`src/rtl/gradient_fifo_word_decoder_defines.svh`:
```
// ----------------------------------------------------------------------------
// Gradient FIFO word decoder - assertion macros
// Shared concurrent check forms, sampled on clk, off while rst_n is low.
// ----------------------------------------------------------------------------
`ifndef GRADIENT_FIFO_WORD_DECODER_DEFINES_SVH
`define GRADIENT_FIFO_WORD_DECODER_DEFINES_SVH

// Same-cycle implication.
`define GFWD_ASSERT_NOW(lbl, ante, cons, msg) \
  lbl: assert property (@(posedge clk) disable iff (!rst_n) (ante) |-> (cons)) \
    else $error(msg);

// Next-cycle implication.
`define GFWD_ASSERT_NEXT(lbl, ante, cons, msg) \
  lbl: assert property (@(posedge clk) disable iff (!rst_n) (ante) |=> (cons)) \
    else $error(msg);

`endif

```
`src/rtl/gfwd_pkg.sv`:
```
// ----------------------------------------------------------------------------
// gfwd_pkg
// Opcodes, field widths and the decoded-word struct of the FIFO word decoder.
// ----------------------------------------------------------------------------
package gfwd_pkg;

  localparam int unsigned WORD_W  = 32;
  localparam int unsigned DUR_W   = 26;
  localparam int unsigned REP_W   = 16;
  localparam int unsigned CNT_W   = 9;
  localparam int unsigned GATE_W  = 12;
  localparam int unsigned STORE_W = 20;
  localparam int unsigned USER_W  = 16;
  localparam int unsigned OP_W    = 5;
  localparam int unsigned OUT_W   = 136;  // 133 bits of fields, padded to bytes

  // opcodes, word bits 30:26
  localparam logic [OP_W-1:0] OP_DURATION = 5'd1;
  localparam logic [OP_W-1:0] OP_AMP_X    = 5'd2;
  localparam logic [OP_W-1:0] OP_AMP_Y    = 5'd3;
  localparam logic [OP_W-1:0] OP_AMP_Z    = 5'd4;
  localparam logic [OP_W-1:0] OP_AMP_B0   = 5'd5;
  localparam logic [OP_W-1:0] OP_SCL_X    = 5'd6;
  localparam logic [OP_W-1:0] OP_SCL_Y    = 5'd7;
  localparam logic [OP_W-1:0] OP_SCL_Z    = 5'd8;
  localparam logic [OP_W-1:0] OP_SCL_B0   = 5'd9;
  localparam logic [OP_W-1:0] OP_ECC_X    = 5'd10;
  localparam logic [OP_W-1:0] OP_ECC_Y    = 5'd11;
  localparam logic [OP_W-1:0] OP_ECC_Z    = 5'd12;
  localparam logic [OP_W-1:0] OP_ECC_B0   = 5'd13;
  localparam logic [OP_W-1:0] OP_SHIM     = 5'd14;
  localparam logic [OP_W-1:0] OP_GATES    = 5'd15;
  localparam logic [OP_W-1:0] OP_USER     = 5'd16;
  localparam logic [OP_W-1:0] OP_REPEAT   = 5'd17;

  // what one word asks of the held state
  typedef struct packed {
    logic               latch;
    logic               unknown;
    logic               dur_wr;
    logic [DUR_W-1:0]   dur_val;
    logic               rep_wr;
    logic [REP_W-1:0]   rep_val;
    logic [CNT_W-1:0]   cnt_val;   // zero when the word carries no count
    logic               gate_wr;
    logic [GATE_W-1:0]  gate_val;
    logic [STORE_W-1:0] stored;
    logic [USER_W-1:0]  user;
  } gfwd_dec_t;

endpackage

```
`src/rtl/gfwd_decode.sv`:
```
// ----------------------------------------------------------------------------
// gfwd_decode
// Splits one FIFO word into latch, opcode and data and says what it updates.
// ----------------------------------------------------------------------------
module gfwd_decode import gfwd_pkg::*; (
  input  logic              clear,
  input  logic [WORD_W-1:0] word,
  output gfwd_dec_t         dec
);

  logic [OP_W-1:0]  op;
  logic [DUR_W-1:0] d;

  assign op = word[30:26];
  assign d  = word[DUR_W-1:0];

  always_comb begin
    dec          = '0;
    dec.dur_val  = d;
    dec.rep_val  = d[24:9];
    dec.gate_val = d[GATE_W-1:0];
    if (!clear) begin
      dec.latch = word[31];
      unique case (op)
        OP_DURATION: begin
          dec.dur_wr = 1'b1;
        end
        OP_AMP_X, OP_AMP_Y, OP_AMP_Z, OP_AMP_B0,
        OP_SCL_X, OP_SCL_Y, OP_SCL_Z, OP_SCL_B0: begin
          dec.stored  = {4'b0, d[15:0]};
          dec.cnt_val = d[24:16];
        end
        OP_ECC_X, OP_ECC_Y, OP_ECC_Z, OP_ECC_B0: begin
          dec.stored = {4'b0, d[15:0]};
        end
        OP_SHIM: begin
          dec.stored = d[STORE_W-1:0];
        end
        OP_GATES: begin
          dec.gate_wr = 1'b1;
        end
        OP_USER: begin
          dec.user = d[USER_W-1:0];
        end
        OP_REPEAT: begin
          // repeat and short duration share data bit 9
          dec.rep_wr  = 1'b1;
          dec.dur_wr  = 1'b1;
          dec.dur_val = {16'b0, d[9:0]};
        end
        default: begin
          dec.unknown = 1'b1;
        end
      endcase
    end
  end

endmodule

```
`src/rtl/gradient_fifo_word_decoder.sv`:
```
// ----------------------------------------------------------------------------
// gradient_fifo_word_decoder
// Decodes gradient FIFO words, tracks the held timing state and keeps a
// wrapping total of latched duration ticks.
// ----------------------------------------------------------------------------
//
//  channel | dir | tdata                          | tuser
//  --------+-----+--------------------------------+------------------------
//  in_     | in  | [31:0] instr_word              | [0] mode (1 = clear)
//  out_    | out | 133 bits of result fields      | -
//
//  One word per cycle sustained while out_ is ready. A word accepted on in_
//  lands in the input register; from there decode, hold update, a 26x16
//  multiply and the 32-bit add into the total settle into the state and
//  result registers, and out_tvalid rises as they load.
//  rst_n (synchronous) zeroes all held state, the total and both valid flags.
//  A stalled out_ channel holds the result; one more word waits in the
//  input register before in_tready drops.
// ----------------------------------------------------------------------------
module gradient_fifo_word_decoder import gfwd_pkg::*; (
  input  logic             clk,
  input  logic             rst_n,
  input  logic             in_tvalid,
  output logic             in_tready,
  input  logic [31:0]      in_tdata,   // [31:0] instr_word
  input  logic             in_tuser,   // [0] mode
  output logic             out_tvalid,
  input  logic             out_tready,
  // [31:0] total_duration, [32] word_latched, [33] unknown_opcode,
  // [59:34] held_duration, [75:60] held_repeat, [84:76] held_count,
  // [96:85] held_gates, [116:97] stored_value, [132:117] user_data,
  // [135:133] zero
  output logic [OUT_W-1:0] out_tdata
);

`include "gradient_fifo_word_decoder_defines.svh"

  // input register
  logic              s1_valid_r, s1_valid_nxt;
  logic              s1_mode_r;
  logic [WORD_W-1:0] s1_word_r;

  // held state
  logic [DUR_W-1:0]  dur_r, dur_nxt;
  logic [REP_W-1:0]  rep_r, rep_nxt;
  logic [CNT_W-1:0]  cnt_r, cnt_nxt;
  logic [GATE_W-1:0] gate_r, gate_nxt;
  logic [31:0]       total_r, total_nxt;

  // result register (flag and per-word fields; held fields come from state)
  logic               out_valid_r, out_valid_nxt;
  logic               latched_r, unknown_r;
  logic [STORE_W-1:0] stored_r;
  logic [USER_W-1:0]  user_r;

  logic        in_fire, s1_adv, s1_fire;
  gfwd_dec_t   dec;
  logic [REP_W-1:0] rep_pre, mult;
  logic [41:0]      prod;

  // handshake: result register frees the input register, which frees in_
  assign s1_adv    = !out_valid_r || out_tready;
  assign in_tready = !s1_valid_r || s1_adv;
  assign in_fire   = in_tvalid && in_tready;
  assign s1_fire   = s1_valid_r && s1_adv;

  gfwd_decode u_decode (
    .clear (s1_mode_r),
    .word  (s1_word_r),
    .dec   (dec)
  );

  always_comb begin
    dur_nxt  = dec.dur_wr  ? dec.dur_val  : dur_r;
    gate_nxt = dec.gate_wr ? dec.gate_val : gate_r;
    rep_pre  = dec.rep_wr  ? dec.rep_val  : rep_r;

    // smallest nonzero count wins; any nonzero count replaces a zero one
    if ((dec.cnt_val != '0) && ((cnt_r == '0) || (dec.cnt_val < cnt_r))) begin
      cnt_nxt = dec.cnt_val;
    end else begin
      cnt_nxt = cnt_r;
    end

    // multiplier: repeat capped by a nonzero count, else count, else one.
    // A pending repeat with zero count gives zero; a latched word still consumes it.
    rep_nxt = rep_pre;
    if (rep_pre != '0) begin
      if ((cnt_nxt != '0) && (rep_pre < {7'b0, cnt_nxt})) begin
        mult = rep_pre;
      end else begin
        mult = {7'b0, cnt_nxt};
      end
      if (dec.latch) begin
        rep_nxt = '0;
      end
    end else if (cnt_nxt != '0) begin
      mult = {7'b0, cnt_nxt};
    end else begin
      mult = 16'd1;
    end

    prod = {16'b0, dur_nxt} * {26'b0, mult};

    priority if (s1_mode_r) begin
      total_nxt = '0;
    end else if (dec.latch) begin
      total_nxt = total_r + prod[31:0];
    end else begin
      total_nxt = total_r;
    end
  end

  always_comb begin
    s1_valid_nxt = s1_valid_r;
    if (in_fire) begin
      s1_valid_nxt = 1'b1;
    end else if (s1_adv) begin
      s1_valid_nxt = 1'b0;
    end
    out_valid_nxt = out_valid_r;
    if (s1_fire) begin
      out_valid_nxt = 1'b1;
    end else if (out_tready) begin
      out_valid_nxt = 1'b0;
    end
  end

  always_ff @(posedge clk) begin
    if (!rst_n) begin
      s1_valid_r  <= 1'b0;
      out_valid_r <= 1'b0;
      dur_r       <= '0;
      rep_r       <= '0;
      cnt_r       <= '0;
      gate_r      <= '0;
      total_r     <= '0;
    end else begin
      s1_valid_r  <= s1_valid_nxt;
      out_valid_r <= out_valid_nxt;
      if (s1_fire) begin
        dur_r   <= dur_nxt;
        rep_r   <= rep_nxt;
        cnt_r   <= cnt_nxt;
        gate_r  <= gate_nxt;
        total_r <= total_nxt;
      end
    end
  end

  always_ff @(posedge clk) begin
    if (in_fire) begin
      s1_mode_r <= in_tuser;
      s1_word_r <= in_tdata;
    end
    if (s1_fire) begin
      latched_r <= dec.latch;
      unknown_r <= dec.unknown;
      stored_r  <= dec.stored;
      user_r    <= dec.user;
    end
  end

  assign out_tvalid = out_valid_r;
  assign out_tdata  = {3'b0, user_r, stored_r, gate_r, cnt_r, rep_r, dur_r,
                       unknown_r, latched_r, total_r};

  // checks
  `GFWD_ASSERT_NOW(a_unknown_no_payload, out_valid_r && unknown_r,
    (stored_r == '0) && (user_r == '0), "unknown opcode carried a payload")
  `GFWD_ASSERT_NOW(a_latch_clears_repeat, out_valid_r && latched_r,
    rep_r == '0, "repeat count left after a latched word")
  `GFWD_ASSERT_NEXT(a_count_sticks, cnt_r != '0,
    cnt_r != '0, "held count fell back to zero")
  `GFWD_ASSERT_NEXT(a_total_hold, s1_fire && !s1_mode_r && !s1_word_r[31],
    total_r == $past(total_r), "total moved on an unlatched word")
  `GFWD_ASSERT_NOW(a_ready_empty, !s1_valid_r,
    in_tready, "input register empty but not ready")

endmodule
```
`config.mk`:
```
export PLATFORM = sky130hd
export DESIGN_NAME = gradient_fifo_word_decoder
export DESIGN_NICKNAME = d
export VERILOG_FILES = /design/src/rtl/gfwd_pkg.sv /design/src/rtl/gfwd_decode.sv /design/src/rtl/gradient_fifo_word_decoder.sv
export VERILOG_INCLUDE_DIRS = /design/src /design/src/rtl
export SDC_FILE = /design/constraint.sdc
export NUM_CORES = 1
export LEC_CHECK = 0
export ABC_AREA = 1
export BUFFER_PORTS_ARGS = -buffer_cell sky130_fd_sc_hd__buf_2
export CAP_MARGIN = 30
export CORE_MARGIN = 2
export CORE_UTILIZATION = 30
export CTS_BUF_LIST = sky130_fd_sc_hd__clkbuf_4
export DETAILED_ROUTE_END_ITERATION = 7
export SLEW_MARGIN = 20
export SYNTH_ARGS = -nofsm -noshare
export SYNTH_HDL_FRONTEND = slang
export SYNTH_SLANG_ARGS = --single-unit
export TNS_END_PERCENT = 10
```
`constraint.sdc`:
```
create_clock -name clk -period 15.94 [get_ports clk]
set_input_delay 1.594 -clock clk [delete_from_list [all_inputs] [get_ports clk]]
set_output_delay 1.594 -clock clk [all_outputs]
set_load 0.01 [all_outputs]
```
==> results of run 1 <==
flip-flops by register name, summed over array words and instances (netlist names), 9 cells and up:
| signal | count |
|---|---|
| user_r | 16 |
| cnt_r | 9 |
| total_r | 32 |
| stored_r | 20 |
| gate_r | 12 |
| s1_word_r | 32 |
| dur_r | 26 |
| rep_r | 16 |
layout make-up:
class	instances	area share
multi-input cells	1483	0.5846
clock inverters	13	0.007917
diodes	3	0.0003545
inverters	627	0.1114
well taps	790	0.04667
clock buffers	19	0.006735
repair buffers	198	0.04998
flip-flops and latches	168	0.1924
synthesized netlist by cell type (2+ instances only):
cell	n	area (um^2)
a211oi_1	3	22.52
a21o_1	3	22.52
a21oi_1	141	705.7
a31oi_1	2	12.51
buf_1	3	11.26
buf_2	9	45.04
buf_4	6	45.04
buf_6	4	45.04
clkbuf_1	43	161.4
conb_1	2	7.510
dfxtp_1	97	1942
edfxtp_1	71	2132
fa_1	321	6426
ha_1	91	1139
inv_1	615	2308
inv_2	10	37.54
nand2_1	373	1400
nand2_2	8	50.05
nand2_4	2	22.52
nand3_1	41	205.2
nand4_1	17	106.4
nor2_1	148	555.5
nor2_2	2	12.51
nor3_1	20	100.1
nor4_1	3	18.77
nor4_2	2	25.02
o211ai_1	15	112.6
o21a_1	3	22.52
o21ai_0	83	415.4
o21ai_1	31	155.2
o21ai_2	4	35.03
o32ai_1	2	17.52
or2_1	3	18.77
or2_2	8	50.05
xnor2_1	7	61.31
xor2_1	4	35.03
metal layers:
metal | vias up | share of wire
li1 | 7036 | -
met1 | 7265 | 0.43
met2 | 398 | 0.50
met3 | 66 | 0.051
met4 | 0 | 0.024
met5 | - | 0
cells by family (layout without fill, tap and decap cells):
| family | count (synthesis) | after routing | synth area share |
|---|---|---|---|
| buffers and inverters | 692 | 857 | 0.1433 |
| AND/OR/NAND/NOR | 634 | 634 | 0.1420 |
| adder cells (fa/ha/maj) | 412 | 412 | 0.4065 |
| AO/OA/AOI/OAI | 289 | 289 | 0.08256 |
| flip-flops | 168 | 168 | 0.2189 |
| XOR/XNOR | 11 | 11 | 0.005177 |
| other | 2 | 139 | 0.0004035 |
| multiplexers | 1 | 1 | 0.001210 |
worst paths after layout:
path / slack [ps] / endpoint / start
worst max-delay path: 4600 / total_r[29]$_SDFFE_PN0P_ / s1_word_r[30]$_DFFE_PP_
worst max register to register: 4600 / total_r[29]$_SDFFE_PN0P_ / s1_word_r[30]$_DFFE_PP_
worst min register to register: 490 / rep_r[2]$_SDFFE_PN0P_ / rep_r[2]$_SDFFE_PN0P_
worst min-delay path: 490 / rep_r[2]$_SDFFE_PN0P_ / rep_r[2]$_SDFFE_PN0P_
worst reg2reg max path: cells and delay by family (launching register included):
| kind | cells | cell delay [ps] |
|---|---|---|
| fa+ha+maj | 9 | 3540 |
| buf+inv | 10 | 1270 |
| flops | 1 | 530 |
| compound gates | 14 | 3090 |
| simple gates | 19 | 2770 |
power breakdown:
part	internal [mW]	total, mW	switching, mW
Sequential	0.486	0.520	0.0336
Clock	0.114	0.297	0.183
Combinational	0.949	2.62	1.67
Total	1.55	3.43	1.88
layout by cell type, fill, tap and decap left out, types with 41 or more instances in the layout:
cell type	instances
conb_1	136
edfxtp_1	71
ha_1	91
buf_2	171
fa_1	321
nand3_1	41
nand2_1	372
a21oi_1	141
inv_1	613
o21ai_0	83
dfxtp_1	97
nor2_1	148
per-stage QoR:
step / power [mW] / worst slack, ps / hold slack [ps]
after detailed placement: 3.124 / 4718 / 467.7
after global routing: 3.946 / 3591 / 505.5
after CTS: 3.435 / 4726 / 488.7
after global placement: 3.106 / 4914 / 463.0
after floorplan: 2.477 / 6797 / 492.0
final: 3.432 / 4605 / 488.3
==> run summary, run 1 <==
Critical Path Slowest Stage Cell -> nand2_1
PD cells -> 162.1 mW/mm^2
Leakage -> 10.71 nW
Synth Cell Area -> 0.01861 mm^2
Drt total wl -> 52,420 um
DIE AREA -> 0.06404 mm^2
Worst stage delay on the critical path -> 660 ps
Core area -> 0.06148 mm^2
FF/Latch Area -> 0.004074 mm^2
Vias in the first global route -> 14,941
Fin crit period -> 11,340 ps
Post-Route Utilization -> 0.3444
TritonCTS clock tree -> built
Startpoint types -> flip-flop
Hold Path Class -> reg2reg
Setup TNS -> 0 ps
I/O Buffers -> 171
Largest net degree at the start of global routing -> 75
Synth Flop Type -> dfxtp_1
Fin cells -> 3,301
Status -> completed
# IOs -> 175
Post-route ant nets -> 0
Clk root buf -> clkbuf_4
Library cells used by synthesis -> 48
WP depth -> 52
Top Usage Layer GRT -> met2
Max-cap viol count -> 0
Slew @ Worst Pin -> 998.9 ps
Multi-input logic area -> 0.01238 mm^2
Setup Skew -> 69.63 ps
Total iterations of the first detailed-routing run -> 5
Hpwl dp -> 42,190 um
Peak VDD IR -> 0.2377 mV
Number of core rows -> 91
Gr usage total -> 0.1709
DRC -> 0
DRT iter0 DRCs -> 1,015
Achievable clock frequency -> 0.08822 GHz
CP delay by family, top -> adder cells
Clock sink total -> 168
Unrepaired setup endpoints after global routing -> false
Via count -> 14,765
CTS Buffer Depth -> 2
Crit path DAT -> 11,880 ps
WP data required -> 16,480 ps
DIE WIDTH -> 253.1 um
Post-CTS Resized -> 0
GRT met1 Usage -> 0.2201
Hold depth -> 2
Initial Util -> 0.3027
Post-CTS setup buffer count -> 0
Grt total ovfl -> 0
Post-CTS Hold Buffers -> 0
Setup Viol. Count Final -> 0
R2R cell count -> 52
Ys Warns -> 0
Worst Path Max Fanout -> 21
DR vias/cell -> 4.473
Final hold vios -> 0
GPL Wtd Cong -> 0.8631
Initial antenna violation count -> 3
Synth async-reset ratio -> 0
Slew Viols, Final -> 0
Area Growth Syn to Fin -> 13.80%
H-tree levels -> 4
Mean Syn Cell Area -> 8.425 um^2
Clock-pin slew on the worst setup and hold paths -> 160 ps
Critical Path Most Common Cell -> inv_1
Grt met2 use -> 0.2973
Register bit total from synthesis -> 168
Post-synth EDFFs -> 71
Crit path capture type -> flip-flop
Register area share after synthesis -> 0.2189
Mapped Cells -> 2,209
CTS Buf Count -> 17
Layout cells sized above 1 -> 0.1089
WS Path Type -> reg2reg
Final Cell Area -> 0.02118 mm^2
# nets final -> 2,944
Clk Latency, worst-skew pair -> 720 ps
Filler cells -> 6,566
GR Util met3 -> 0.02827
First-pass GRT wire length -> 83,040 um
Placed Cells incl. Taps -> 3,266
Buf/Inv on CP -> 10
Relative slew slack -> 0.3296
Tcrit/Tclk final -> 0.7111
DP Area -> 0.02086 mm^2
Avg WL per Cell -> 15.88 um
Die height -> 253.1 um
Power figures use the tool's default switching activity.
==> inputs of run 2 (changes only) <==
clock period = 10.4 ns   (was 15.94 ns; I/O delays follow)
==> run 2 against run 1 <==
Total power grew 55%. Clock skew decreased by 23 ps. Cell count rose by 0.61%. Utilization increased by 0.32 points. Sequential power up 53%. The flow now finishes with violations (design-rule violations). Count of clock-buffer cells in the layout down 2.
==> run summary, run 2 (same netlist as run 1, synthesis figures left out) <==
Status -> finished, violations left (was completed)
Violated checks -> design-rule violations
First-pass GRT wire length -> 84,100 um (was 83,040 um)
Final hold vios -> 0 (unchanged)
Clk root buf -> clkbuf_4 (unchanged)
Most common cell after layout, fill and taps aside -> inv_1 (unchanged)
Internal power -> 2.348 mW (was 1.549 mW)
Setup Skew -> 47.07 ps (was 69.63 ps)
Crit path capture type -> flip-flop (unchanged)
Layout cells sized above 1 -> 0.1222 (was 0.1089)
Initial Util -> 0.3027 (unchanged)
Drt total wl -> 52,310 um (was 52,420 um)
Initial antenna violation count -> 2 (was 3)
Top Registers -> s1_word_r: 32 flops, total_r: 32 flops, dur_r: 26 flops (unchanged)
Fin crit period -> 9522 ps (was 11,340 ps)
Post-Route Utilization -> 0.3476 (was 0.3444)
Worst stage delay on the critical path -> 570 ps (was 660 ps)
Via count -> 14,720 (was 14,765)
Switching power -> 2.955 mW (was 1.883 mW)
Number of core rows -> 91 (unchanged)
Critical Path Most Common Cell -> nand2_1 (was inv_1)
Max-cap viol count -> 0 (unchanged)
Relative slew slack -> 0.3527 (was 0.3296)
Peak VDD IR -> 0.3466 mV (was 0.2377 mV)
Area Growth Syn to Fin -> 14.84% (was 13.80%)
Reg power frac -> 0.150 (was 0.151)
Avg WL per Cell -> 15.75 um (was 15.88 um)
TritonCTS clock tree -> built (unchanged)
Slew @ Worst Pin -> 964.4 ps (was 998.9 ps)
DRC -> 5 (was 0)
Switching share of power -> 0.5573 (was 0.5486)
Setup TNS -> 0 ps (unchanged)
Total iterations of the first detailed-routing run -> 8 (was 5)
# nets final -> 2,965 (was 2,944)
Highest-count cells in the layout ignoring fill and taps -> inv_1 (611), nand2_1 (371), fa_1 (321) (was inv_1 (613), nand2_1 (372), fa_1 (321))
Clk Latency, worst-skew pair -> 690 ps (was 720 ps)
Core area -> 0.06148 mm^2 (unchanged)
DIE WIDTH -> 253.1 um (unchanged)
CTS Buf Count -> 17 (unchanged)
Leakage -> 10.80 nW (was 10.71 nW)
Clock sink total -> 168 (unchanged)
Post-route ant nets -> 0 (unchanged)
Vias in the first global route -> 14,907 (was 14,941)
Comb power frac -> 0.775 (was 0.762)
Filler cells -> 6,584 (was 6,566)
I/O Buffers -> 171 (unchanged)
Hpwl dp -> 42,810 um (was 42,190 um)
Tcrit/Tclk final -> 0.9156 (was 0.7111)
# IOs -> 175 (unchanged)
Setup Viol. Count Final -> 0 (unchanged)
Place WS -> 145.9 ps (was 4718 ps)
Startpoint types -> flip-flop (unchanged)
Hold Path Class -> reg2reg (unchanged)
Clock-pin slew on the worst setup and hold paths -> 160 ps (about the same)
Largest net degree at the start of global routing -> 75 (unchanged)
WP data required -> 11,010 ps (was 16,480 ps)
DRT iter0 DRCs -> 1,033 (was 1,015)
CTS Buffer Depth -> 2 (unchanged)
Die height -> 253.1 um (unchanged)
Slew Viols, Final -> 0 (unchanged)
DR vias/cell -> 4.432 (was 4.473)
PD cells -> 248.2 mW/mm^2 (was 162.1 mW/mm^2)
H-tree levels -> 4 (unchanged)
Critical Path Slowest Stage Cell -> fa_1 (was nand2_1)
Grt total ovfl -> 0 (unchanged)
Achievable clock frequency -> 0.1050 GHz (was 0.08822 GHz)
GPL Wtd Cong -> 0.9129 (was 0.8631)
Clock share of power -> 0.075 (was 0.087)
DIE AREA -> 0.06404 mm^2 (unchanged)
WS Path Type -> reg2reg (unchanged)
Setup ws final -> 878.1 ps (was 4605 ps)
Crit path DAT -> 10,130 ps (was 11,880 ps)
Gr usage total -> 0.1724 (was 0.1709)
Worst Path Max Fanout -> 18 (was 21)
## run 2: cell count changes in the layout (fill, tap and decap cells not counted), moves of 3 or more
cell        delta
buf_4         +17
o21ai_0        -6
o21ai_2        +3
o21ai_1        +3
inv_8          +3
bufinv_16      -3
clkinvlp_4     +3
clkinv_1       -3
## run 2: routing by layer
metal / vias up / track usage / wire (um)
li1: 7064 / - / -
met1: 7198 / 0.2243 / 22370
met2: 403 / 0.2987 / 25990
met5: - / 0 / 0
met3: 55 / 0.03043 / 2988
met4: 0 / 0.03770 / 970
## run 2: power by group through the flow
stage	logic [mW]	clock network, mW	registers (mW)
2_1_floorplan	2.98	0	0.815
3_3_place_gp	3.97	0	0.812
3_5_place_dp	4.00	0	0.811
4_1_cts	4.02	0.409	0.796
5_1_grt	4.84	0.430	0.803
6_report	4.11	0.397	0.796
## run 2: worst paths after layout
kind                            from                        to  slack, ps  depth (start not counted)
max          s1_word_r[28]$_DFFE_PP_  total_r[28]$_SDFFE_PN0P_        880                         53
min            rep_r[7]$_SDFFE_PN0P_     rep_r[7]$_SDFFE_PN0P_        490                          2
max reg2reg  s1_word_r[28]$_DFFE_PP_  total_r[28]$_SDFFE_PN0P_        880                         53
min reg2reg    rep_r[7]$_SDFFE_PN0P_     rep_r[7]$_SDFFE_PN0P_        490                          2
## run 2: area by class of cell
type                       count  area (um^2)  area share
antenna                        2        5.005   0.0002342
clock buffer                  17        127.6    0.005972
clock inverter                15        136.4    0.006381
inverter                     627         2365      0.1106
multi-input combinational   1483        12420      0.5813
sequential                   168         4074      0.1906
tap                          790        988.4     0.04625
timing repair buffer         219         1251     0.05854
## run 2: per-stage QoR
stage	power (mW)	hold slack, ps	instance area (um^2)	instances
after floorplan	3.797	492.0	19110	2343
after global placement	4.782	464.2	20970	3281
after detailed placement	4.812	462.2	21010	3285
after CTS	5.222	469.7	21270	3317
after global routing	6.069	475.6	21370	3321
final	5.303	487.0	21370	3321
## run 2: repair_timing
action                     4_1_cts  5_1_grt
resized for setup                0       23
setup buffers                    0        1
hold buffers                     0        0
setup endpoints to repair        0       14
## run 2: worst max-delay path: cells and delay by family (launching register included)
kind / cells / cell delay [ps]
AO/OA/AOI/OAI: 14 / 2130
adder cells (fa/ha/maj): 9 / 3920
buffers and inverters: 10 / 990
flip-flops: 1 / 480
AND/OR/NAND/NOR: 20 / 1970
